File: config.mk
export PLATFORM = sky130hd
export DESIGN_NAME = deadline_ordered_timer_queue_core_flat
export DESIGN_NICKNAME = d
export VERILOG_FILES = /design/src/rtl/core/dotq_pkg.sv /design/src/rtl/core/dotq_ifs.sv /design/src/rtl/core/deadline_ordered_timer_queue_core.sv /design/src/rtl/core/dotq_mem.sv /design/src/flat_wrapper.sv
export SDC_FILE = /design/constraint.sdc
export NUM_CORES = 2
export LEC_CHECK = 0
export ABC_CLOCK_PERIOD_IN_PS = 9700
export BUFFER_PORTS_ARGS = -buffer_cell sky130_fd_sc_hd__buf_2
export CORE_MARGIN = 4
export CORE_UTILIZATION = 45
export DETAILED_ROUTE_END_ITERATION = 7
export PLACE_DENSITY = 0.58
export RECOVER_POWER = 100
export SLEW_MARGIN = 30
export SYNTH_ARGS = -nofsm -noshare
export SYNTH_HDL_FRONTEND = slang
export SYNTH_SLANG_ARGS = --single-unit
File: constraint.sdc
create_clock -name clk -period 9.7 [get_ports clk]
set_input_delay 0 -clock clk [delete_from_list [all_inputs] [get_ports clk]]
set_output_delay 0 -clock clk [all_outputs]
set_load 0.02 [all_outputs]
File: src/rtl/core/dotq_pkg.sv
// Shared types and codes for the deadline-ordered timer queue.
// No dependencies.
package dotq_pkg;

  localparam int DEFAULT_DEPTH = 16;
  localparam int MAX_ADDR_W = 8;

  localparam logic [2:0] OP_SCHEDULE   = 3'd0;
  localparam logic [2:0] OP_SERVICE    = 3'd1;
  localparam logic [2:0] OP_CANCEL_ORD = 3'd2;
  localparam logic [2:0] OP_CANCEL_DPD = 3'd3;
  localparam logic [2:0] OP_QUERY      = 3'd4;
  localparam logic [2:0] OP_FLUSH      = 3'd5;

  localparam logic [2:0] ST_OK          = 3'd0;
  localparam logic [2:0] ST_EMPTY       = 3'd1;
  localparam logic [2:0] ST_NOT_EXPIRED = 3'd2;
  localparam logic [2:0] ST_NOT_FOUND   = 3'd3;
  localparam logic [2:0] ST_FULL        = 3'd4;
  localparam logic [2:0] ST_DUPLICATE   = 3'd5;

  localparam logic CFG_DPD_MASK = 1'b0;
  localparam logic CFG_RTX_KIND = 1'b1;

  typedef struct packed {
    logic [31:0] deadline;
    logic [3:0]  kind;
    logic [11:0] owner;
    logic        owned;
  } entry_t;

  typedef struct packed {
    logic                  we;
    logic [MAX_ADDR_W-1:0] waddr;
    logic [MAX_ADDR_W-1:0] raddr;
    entry_t                wdata;
  } mem_req_t;

endpackage

File: src/rtl/core/dotq_ifs.sv
// Channel interfaces of the timer queue: request, response, config write.
// No dependencies.
interface dotq_req_if;
  logic        valid;
  logic        ready;
  logic [2:0]  operation;
  logic [31:0] now_time;
  logic [23:0] delay;
  logic [3:0]  event_kind;
  logic [11:0] owner_id;
  logic        has_owner;
  modport source (output valid, operation, now_time, delay, event_kind, owner_id,
                  has_owner, input ready);
  modport sink (input valid, operation, now_time, delay, event_kind, owner_id,
                has_owner, output ready);
endinterface

interface dotq_rsp_if;
  logic        valid;
  logic        ready;
  logic [2:0]  status;
  logic [3:0]  out_kind;
  logic [11:0] out_owner;
  logic        out_has_owner;
  logic [31:0] time_left;
  logic        retransmit_cleared;
  modport source (output valid, status, out_kind, out_owner, out_has_owner, time_left,
                  retransmit_cleared, input ready);
  modport sink (input valid, status, out_kind, out_owner, out_has_owner, time_left,
                retransmit_cleared, output ready);
endinterface

interface dotq_cfg_if;
  logic        valid;
  logic        ready;
  logic        index;
  logic [15:0] data;
  modport source (output valid, index, data, input ready);
  modport sink (input valid, index, data, output ready);
endinterface

File: src/rtl/core/deadline_ordered_timer_queue_core.sv
// Deadline-ordered timer queue: sequencer over the entry store.
// Depends on dotq_pkg, dotq_ifs, dotq_mem.
//
// Usage: requests arrive on req (valid/ready), one result per request leaves
// on rsp (valid/ready). cfg writes dpd_kind_mask (index 0) and
// retransmit_kind (index 1); cfg is always ready; the user must write it
// only while the core is idle, as the core itself does not enforce this.
// Each request is walked by one sequencer over an entry store with one
// write port and a registered read port; each entry visited takes a read
// state and an evaluate or write state. Steps per request:
//   flush, unknown op, empty service or query: straight to the output
//   query, service of an unexpired head: read and evaluate the head
//   service pop: read the head, then shift the rest down one slot
//   schedule: write directly into an empty queue, else scan for the
//     position, shift later entries up, write; duplicate or full: scan only
//   cancel: scan for the match, shift later entries down on a hit
// req.ready is high only when the sequencer is idle.
// Reset empties the queue and clears both registers; entries are not
// cleared since only entries below the fill count are ever read.
// When rsp stalls, the result waits in the output register; the next
// request is still taken, and its result waits in S_OUT until taken.
module deadline_ordered_timer_queue_core #(
  parameter int QUEUE_DEPTH = dotq_pkg::DEFAULT_DEPTH
) (
  input logic      clk,
  input logic      rst,
  dotq_req_if.sink   req,
  dotq_rsp_if.source rsp,
  dotq_cfg_if.sink   cfg
);
  import dotq_pkg::*;

  localparam int CW = $clog2(QUEUE_DEPTH + 1);

  typedef enum logic [3:0] {
    S_IDLE, S_SCAN_RD, S_SCAN_EV, S_UP_RD, S_UP_WR, S_NEW_WR,
    S_HEAD_RD, S_HEAD_EV, S_DN_RD, S_DN_WR, S_OUT
  } state_t;

  state_t      state;
  logic [CW-1:0] count, idx, pos;
  logic        pos_found;
  logic [2:0]  op;
  logic [31:0] now_r, dl;
  logic [3:0]  kind_r;
  logic [11:0] owner_r;
  logic        owned_r, cls_r;
  logic [15:0] dpd_mask;
  logic [3:0]  rtx_kind;

  logic [2:0]  res_status;
  logic [3:0]  res_kind;
  logic [11:0] res_owner;
  logic        res_owned;
  logic [31:0] res_time;
  logic        res_rtx;

  mem_req_t    mreq;
  entry_t      rdata;

  logic [32:0] sum;
  logic [32:0] diff;
  logic        ge, nz, match, last, up_done;
  logic [CW-1:0] pos_sel;
  logic [CW:0] idx_p2;

  dotq_mem #(.DEPTH(QUEUE_DEPTH)) u_mem (.clk(clk), .req(mreq), .rdata(rdata));

  assign sum = {1'b0, req.now_time} + {9'd0, req.delay};

  // shared compare unit: stored deadline against now (head) or new deadline
  assign diff = {1'b0, rdata.deadline} - {1'b0, (state == S_HEAD_EV) ? now_r : dl};
  assign ge = !diff[32];
  assign nz = (diff[31:0] != 32'd0);
  assign match = rdata.owned && (rdata.owner == owner_r) && (dpd_mask[rdata.kind] == cls_r);
  assign last = ((idx + CW'(1)) == count);
  assign pos_sel = (!pos_found && ge) ? idx : pos;
  assign up_done = ((idx - CW'(1)) == pos);
  assign idx_p2 = {1'b0, idx} + (CW+1)'(2);

  always_comb begin
    mreq = '0;
    case (state)
      S_SCAN_RD: mreq.raddr = MAX_ADDR_W'(idx);
      S_UP_RD:   mreq.raddr = MAX_ADDR_W'(idx - CW'(1));
      S_UP_WR: begin
        mreq.we = 1'b1;
        mreq.waddr = MAX_ADDR_W'(idx);
        mreq.wdata = rdata;
      end
      S_NEW_WR: begin
        mreq.we = 1'b1;
        mreq.waddr = MAX_ADDR_W'(pos);
        mreq.wdata = '{deadline: dl, kind: kind_r,
                       owner: owned_r ? owner_r : 12'd0, owned: owned_r};
      end
      S_DN_RD:   mreq.raddr = MAX_ADDR_W'(idx + CW'(1));
      S_DN_WR: begin
        mreq.we = 1'b1;
        mreq.waddr = MAX_ADDR_W'(idx);
        mreq.wdata = rdata;
      end
      default: mreq = '0;
    endcase
  end

  assign req.ready = (state == S_IDLE);
  assign cfg.ready = 1'b1;

  always_ff @(posedge clk) begin
    if (rst) begin
      state <= S_IDLE;
      count <= '0;
      dpd_mask <= '0;
      rtx_kind <= '0;
      rsp.valid <= 1'b0;
    end else begin
      if (cfg.valid) begin
        case (cfg.index)
          CFG_DPD_MASK: dpd_mask <= cfg.data;
          CFG_RTX_KIND: rtx_kind <= cfg.data[3:0];
          default: ;
        endcase
      end
      // S_OUT reloads the output register itself
      if (rsp.valid && rsp.ready && (state != S_OUT)) begin
        rsp.valid <= 1'b0;
      end

      case (state)
        S_IDLE: begin
          if (req.valid) begin
            op <= req.operation;
            now_r <= req.now_time;
            dl <= sum[32] ? 32'hFFFF_FFFF : sum[31:0];
            kind_r <= req.event_kind;
            owner_r <= req.owner_id;
            owned_r <= req.has_owner;
            idx <= '0;
            pos <= count;
            pos_found <= 1'b0;
            res_status <= ST_OK;
            res_kind <= '0;
            res_owner <= '0;
            res_owned <= 1'b0;
            res_time <= '0;
            res_rtx <= 1'b0;
            case (req.operation)
              OP_SCHEDULE: begin
                cls_r <= dpd_mask[req.event_kind];
                state <= (count == '0) ? S_NEW_WR : S_SCAN_RD;
              end
              OP_SERVICE, OP_QUERY: begin
                if (count == '0) begin
                  res_status <= ST_EMPTY;
                  state <= S_OUT;
                end else begin
                  state <= S_HEAD_RD;
                end
              end
              OP_CANCEL_ORD, OP_CANCEL_DPD: begin
                cls_r <= (req.operation == OP_CANCEL_DPD);
                res_status <= ST_NOT_FOUND;
                state <= (count == '0) ? S_OUT : S_SCAN_RD;
              end
              OP_FLUSH: begin
                count <= '0;
                state <= S_OUT;
              end
              default: state <= S_OUT;
            endcase
          end
        end
        S_SCAN_RD: state <= S_SCAN_EV;
        S_SCAN_EV: begin
          if (op == OP_SCHEDULE) begin
            if (owned_r && match) begin
              res_status <= ST_DUPLICATE;
              state <= S_OUT;
            end else begin
              pos <= pos_sel;
              if (!pos_found && ge) pos_found <= 1'b1;
              if (last) begin
                if (count == CW'(QUEUE_DEPTH)) begin
                  res_status <= ST_FULL;
                  state <= S_OUT;
                end else begin
                  idx <= count;
                  state <= (count == pos_sel) ? S_NEW_WR : S_UP_RD;
                end
              end else begin
                idx <= idx + CW'(1);
                state <= S_SCAN_RD;
              end
            end
          end else if (match) begin
            res_status <= ST_OK;
            res_kind <= rdata.kind;
            res_owner <= rdata.owner;
            res_owned <= rdata.owned;
            res_rtx <= !cls_r && (rdata.kind == rtx_kind);
            if (last) begin
              count <= count - CW'(1);
              state <= S_OUT;
            end else begin
              state <= S_DN_RD;
            end
          end else if (last) begin
            state <= S_OUT;
          end else begin
            idx <= idx + CW'(1);
            state <= S_SCAN_RD;
          end
        end
        S_UP_RD: state <= S_UP_WR;
        S_UP_WR: begin
          idx <= idx - CW'(1);
          state <= up_done ? S_NEW_WR : S_UP_RD;
        end
        S_NEW_WR: begin
          count <= count + CW'(1);
          res_status <= ST_OK;
          state <= S_OUT;
        end
        S_HEAD_RD: state <= S_HEAD_EV;
        S_HEAD_EV: begin
          if (op == OP_SERVICE) begin
            // head deadline above now: not yet due
            if (ge && nz) begin
              res_status <= ST_NOT_EXPIRED;
              res_time <= diff[31:0];
              state <= S_OUT;
            end else begin
              res_kind <= rdata.kind;
              res_owner <= rdata.owner;
              res_owned <= rdata.owned;
              if (count == CW'(1)) begin
                count <= '0;
                state <= S_OUT;
              end else begin
                state <= S_DN_RD;
              end
            end
          end else begin
            res_kind <= rdata.kind;
            res_owner <= rdata.owner;
            res_owned <= rdata.owned;
            res_time <= ge ? diff[31:0] : 32'd0;
            state <= S_OUT;
          end
        end
        S_DN_RD: state <= S_DN_WR;
        S_DN_WR: begin
          idx <= idx + CW'(1);
          if (idx_p2 < {1'b0, count}) begin
            state <= S_DN_RD;
          end else begin
            count <= count - CW'(1);
            state <= S_OUT;
          end
        end
        S_OUT: begin
          if (!rsp.valid || rsp.ready) begin
            rsp.valid <= 1'b1;
            rsp.status <= res_status;
            rsp.out_kind <= res_kind;
            rsp.out_owner <= res_owner;
            rsp.out_has_owner <= res_owned;
            rsp.time_left <= res_time;
            rsp.retransmit_cleared <= res_rtx;
            state <= S_IDLE;
          end
        end
        default: state <= S_IDLE;
      endcase
    end
  end

endmodule

File: src/rtl/core/dotq_mem.sv
// Entry store: one write port, one registered read port.
// Depends on dotq_pkg.
module dotq_mem #(
  parameter int DEPTH = dotq_pkg::DEFAULT_DEPTH
) (
  input  logic              clk,
  input  dotq_pkg::mem_req_t req,
  output dotq_pkg::entry_t   rdata
);
  import dotq_pkg::*;

  localparam int AW = $clog2(DEPTH);

  entry_t mem [DEPTH];

  always_ff @(posedge clk) begin
    if (req.we) begin
      mem[req.waddr[AW-1:0]] <= req.wdata;
    end
    rdata <= mem[req.raddr[AW-1:0]];
  end

endmodule

File: src/flat_wrapper.sv
// flat-port wrapper written by rule: the top's interface ports become plain ports
module deadline_ordered_timer_queue_core_flat import dotq_pkg::*;
#(
  parameter int QUEUE_DEPTH = dotq_pkg::DEFAULT_DEPTH
)
  (clk, rst, req_valid, req_operation, req_now_time, req_delay, req_event_kind, req_owner_id, req_has_owner, req_ready, rsp_valid, rsp_status, rsp_out_kind, rsp_out_owner, rsp_out_has_owner, rsp_time_left, rsp_retransmit_cleared, rsp_ready, cfg_valid, cfg_index, cfg_data, cfg_ready);
  dotq_req_if req_i ();
  dotq_rsp_if rsp_i ();
  dotq_cfg_if cfg_i ();
  input logic clk;
  input logic rst;
  input wire logic [$bits(req_i.valid)-1:0] req_valid;
  input wire logic [$bits(req_i.operation)-1:0] req_operation;
  input wire logic [$bits(req_i.now_time)-1:0] req_now_time;
  input wire logic [$bits(req_i.delay)-1:0] req_delay;
  input wire logic [$bits(req_i.event_kind)-1:0] req_event_kind;
  input wire logic [$bits(req_i.owner_id)-1:0] req_owner_id;
  input wire logic [$bits(req_i.has_owner)-1:0] req_has_owner;
  output wire logic [$bits(req_i.ready)-1:0] req_ready;
  output wire logic [$bits(rsp_i.valid)-1:0] rsp_valid;
  output wire logic [$bits(rsp_i.status)-1:0] rsp_status;
  output wire logic [$bits(rsp_i.out_kind)-1:0] rsp_out_kind;
  output wire logic [$bits(rsp_i.out_owner)-1:0] rsp_out_owner;
  output wire logic [$bits(rsp_i.out_has_owner)-1:0] rsp_out_has_owner;
  output wire logic [$bits(rsp_i.time_left)-1:0] rsp_time_left;
  output wire logic [$bits(rsp_i.retransmit_cleared)-1:0] rsp_retransmit_cleared;
  input wire logic [$bits(rsp_i.ready)-1:0] rsp_ready;
  input wire logic [$bits(cfg_i.valid)-1:0] cfg_valid;
  input wire logic [$bits(cfg_i.index)-1:0] cfg_index;
  input wire logic [$bits(cfg_i.data)-1:0] cfg_data;
  output wire logic [$bits(cfg_i.ready)-1:0] cfg_ready;
  assign req_i.valid = req_valid;
  assign req_i.operation = req_operation;
  assign req_i.now_time = req_now_time;
  assign req_i.delay = req_delay;
  assign req_i.event_kind = req_event_kind;
  assign req_i.owner_id = req_owner_id;
  assign req_i.has_owner = req_has_owner;
  assign req_ready = req_i.ready;
  assign rsp_valid = rsp_i.valid;
  assign rsp_status = rsp_i.status;
  assign rsp_out_kind = rsp_i.out_kind;
  assign rsp_out_owner = rsp_i.out_owner;
  assign rsp_out_has_owner = rsp_i.out_has_owner;
  assign rsp_time_left = rsp_i.time_left;
  assign rsp_retransmit_cleared = rsp_i.retransmit_cleared;
  assign rsp_i.ready = rsp_ready;
  assign cfg_i.valid = cfg_valid;
  assign cfg_i.index = cfg_index;
  assign cfg_i.data = cfg_data;
  assign cfg_ready = cfg_i.ready;
  deadline_ordered_timer_queue_core #(.QUEUE_DEPTH(QUEUE_DEPTH)) u_core (.clk(clk), .rst(rst), .req(req_i), .rsp(rsp_i), .cfg(cfg_i));
endmodule
==> flow_metrics.py <==
metrics = {
    "outcome": {
        "outcome": "finished, violations left",
        "violations": "max-capacitance violations, max-slew violations",
    },
    "synthesis": {
        "synth_nets": 2922,
        "syn_area_mm2": 0.0449,
        "async_flop_share_pct": 0,
        "seq_area_frac_synth_pct": 69.4,
        "synth_ff_type": "edfxtp_1",
        "synth-edff-count": 986,
        "synth_cells": 2749,
        "ys_ff_latch": 1065,
        "synth.distinct_cells": 94,
        "ys_warn_count": 0,
        "avgSynthCellArea_um2": 16.3,
    },
    "floorplan": {
        "die_y_um": 324,
        "io_pins": 154,
        "core_area_mm2": 0.0987,
        "die_w_um": 324,
        "num_rows": 115,
        "initial_core_util_pct": 45.5,
        "die_area_mm2": 0.105,
    },
    "global_routing": {
        "grt_pass1_wl_um": 180000,
        "grt.total_usage_pct": 23.4,
        "antenna_found_initial": 10,
        "grt_overflow": 0,
        "grt_pass1_vias": 26700,
        "grt_start_max_net_pins": 126,
    },
    "cells_and_area": {
        "layout_commonest_cell": "edfxtp_1",
        "final_area_mm2": 0.0520,
        "mostFrequentLayoutCells": "986 x edfxtp_1, 247 x nand2_1, 206 x mux4_2",
        "nets": 3235,
        "postLayoutCoreUtil_pct": 52.7,
        "drive_gt1_share_pct": 15.7,
        "syn_to_final_growth_pct": 15.8,
        "nFillCells": 8102,
    },
    "routing": {
        "vias": 26300,
        "wl_met3_um": 8210,
        "met1Wirelength_um": 52800,
        "top_layer": "met5",
        "wl_met2_um": 58500,
        "drt_pre_antenna_iters": 5,
        "wl_per_cell_um": 27.4,
        "drc_errors": 0,
        "drt-initial-drc-count": 2365,
        "vias_per_cell": 5.91,
        "wl_um": 122000,
        "ant_nets": 0,
    },
    "timing": {
        "fin_setup_tns_ps": 0,
        "rsz0062_at_grt": "false",
        "fmax_mhz": 125,
        "hold_viol_final": 0,
        "setup_viol": 0,
        "fin_skew_ps": 24.4,
        "relSlewSlack_pct": -201,
        "drv_slew": 803,
        "finalCriticalPeriod_ps": 8020,
        "tightest_slew_ps": 4510,
        "fin_crit_sh_pct": 82.7,
    },
    "clock_tree": {
        "clk_latency_ps": 700,
        "post_cts.repair.setup_buffers": 0,
        "cts_tree": "yes",
        "cts_root_buf": "clkbuf_16",
        "cts_made_buffers": 109,
        "clk_pin_slew_ps": 60,
        "cts_buffer_depth": 3,
        "clock-sinks": 1065,
        "h-tree-depth": 3,
    },
    "setup_path": {
        "startpoint_type": "register",
        "worstSetupEndpointType": "register",
        "critical_path_class": "reg2reg",
        "cp_data_required_time_ps": 9990,
        "arrival_ps": 8310,
        "critical_path.max_fanout": 52,
    },
    "placement": {
        "gp_congestion": 0.915,
        "numPortBuffers": 152,
        "post-dp-hpwl_um": 74000,
        "place_area_mm2": 0.0474,
    },
    "job": {
        "drv_cap": 25,
    },
    "pwr": {
        "p_leak_nw": 17.2,
        "power_density_mw_per_mm2": 292,
        "ir_drop_v": 0.000300,
    },
    "hold_path": {
        "worstHoldPathType": "in2reg",
    },
}
registers in the layout (all words and copies together) (netlist names), 16 cells and up:
name and flops:
u_core.u_mem.mem 784, u_core.rsp.time_left 32, u_core.res_time 32, u_core.u_mem.rdata 49
u_core.now_r 32, u_core.dl 32, u_core.dpd_mask 16
cell usage after synthesis, types with 5 or more instances:
| master | instances | share of area [%] |
|---|---|---|
| a2111oi_0 | 8 | 0.16 |
| a211oi_1 | 61 | 1.0 |
| a21boi_0 | 8 | 0.13 |
| a21o_1 | 19 | 0.32 |
| a21oi_1 | 100 | 1.1 |
| a22o_1 | 49 | 0.96 |
| a31oi_1 | 61 | 0.85 |
| and2_1 | 54 | 0.75 |
| and3_1 | 14 | 0.19 |
| buf_1 | 25 | 0.21 |
| buf_2 | 7 | 0.078 |
| clkbuf_1 | 107 | 0.89 |
| dfxtp_1 | 79 | 3.5 |
| edfxtp_1 | 986 | 66 |
| ha_1 | 72 | 2.0 |
| inv_1 | 43 | 0.36 |
| mux2i_1 | 39 | 0.87 |
| mux4_2 | 206 | 10 |
| nand2_1 | 248 | 2.1 |
| nand2b_1 | 13 | 0.18 |
| nand3_1 | 39 | 0.43 |
| nand4_1 | 20 | 0.28 |
| nor2_1 | 103 | 0.86 |
| nor2b_1 | 37 | 0.52 |
| nor3_1 | 32 | 0.36 |
| nor4_1 | 6 | 0.084 |
| o2111ai_1 | 5 | 0.097 |
| o211a_1 | 10 | 0.22 |
| o211ai_1 | 10 | 0.17 |
| o21a_1 | 19 | 0.32 |
| o21ai_0 | 64 | 0.71 |
| o21bai_1 | 7 | 0.12 |
| o22ai_1 | 8 | 0.11 |
| o32a_1 | 6 | 0.13 |
| or2_2 | 8 | 0.11 |
| or3_1 | 9 | 0.13 |
| xnor2_1 | 35 | 0.68 |
| xor2_1 | 38 | 0.74 |
final timing paths:
kind / slack (ps) / endpoint / cells past startpoint / startpoint
max reg2reg: 1680 / u_core.u_mem.mem[11][33] / 8 / u_core.state[3]
min reg2reg: 420 / u_core.rsp.time_left[3] / 0 / u_core.res_time[3]
min: 40 / u_core.owner_r[3] / 2 / req_owner_id[3]
max: 1680 / u_core.u_mem.mem[11][33] / 8 / u_core.state[3]
critical path, cell delays in order (launching register included):
cell       delay, ps
dfxtp_1          610
inv_1            280
nor2_1           420
nand2_1          280
nand2_2          120
clkbuf_1        2590
a2bb2oi_1       1060
nor2_4           870
clkbuf_2        1310
per-layer routing:
| metal | up-vias | track usage [%] |
|---|---|---|
| met4 | 10 | 5.26 |
| met1 | 13600 | 33.0 |
| li1 | 11600 | - |
| met5 | - | 0 |
| met2 | 864 | 38.3 |
| met3 | 174 | 4.41 |
layout make-up:
cell class | count | area (µm²) | share of cell area [%]
inverters | 45 | 170 | 0.327
clock inverters | 56 | 571 | 1.10
well taps | 1287 | 1610 | 3.10
diodes | 3 | 7.51 | 0.0144
clock buffers | 150 | 2990 | 5.75
multi-input cells | 1496 | 13100 | 25.2
flip-flops and latches | 1065 | 31200 | 60.0
repair buffers | 345 | 2380 | 4.58
timing repair:
action | in CTS | in global routing
hold buffers | 143 | 0
endpoints found under the hold margin | 114 | 0
endpoints found under the setup margin | 0 | 0
resized for setup | 0 | 0
stage by stage:
| stage | std cells | setup WS (ps) | hold WS (ps) | power [mW] |
|---|---|---|---|---|
| final | 4447 | 1680 | 36.2 | 15.2 |
| after global routing | 4444 | 1350 | 4.90 | 16.0 |
| after CTS | 4443 | 3270 | 0.0647 | 15.3 |
| after detailed placement | 4094 | 3300 | 178 | 11.1 |
| after global placement | 4093 | 3390 | 177 | 11.1 |
| after floorplan | 2749 | 2890 | 98.9 | 9.51 |
cells by family after synthesis:
| family | count (synthesis) | synth area share [%] |
|---|---|---|
| AO/OA/AOI/OAI | 487 | 7.56 |
| XOR/XNOR | 73 | 1.42 |
| adder cells (fa/ha/maj) | 75 | 2.14 |
| buffers and inverters | 188 | 1.64 |
| flip-flops | 1065 | 69.4 |
| multiplexers | 248 | 11.3 |
| other | 1 | 0.00835 |
| AND/OR/NAND/NOR | 612 | 6.54 |
power by group:
group          switching [mW]  internal [mW]  total, mW
clock network            1.75           2.40       4.15
logic                    3.07           2.02       5.09
registers               0.339           5.62       5.95
No activity file was read; power rests on OpenSTA's default activity.
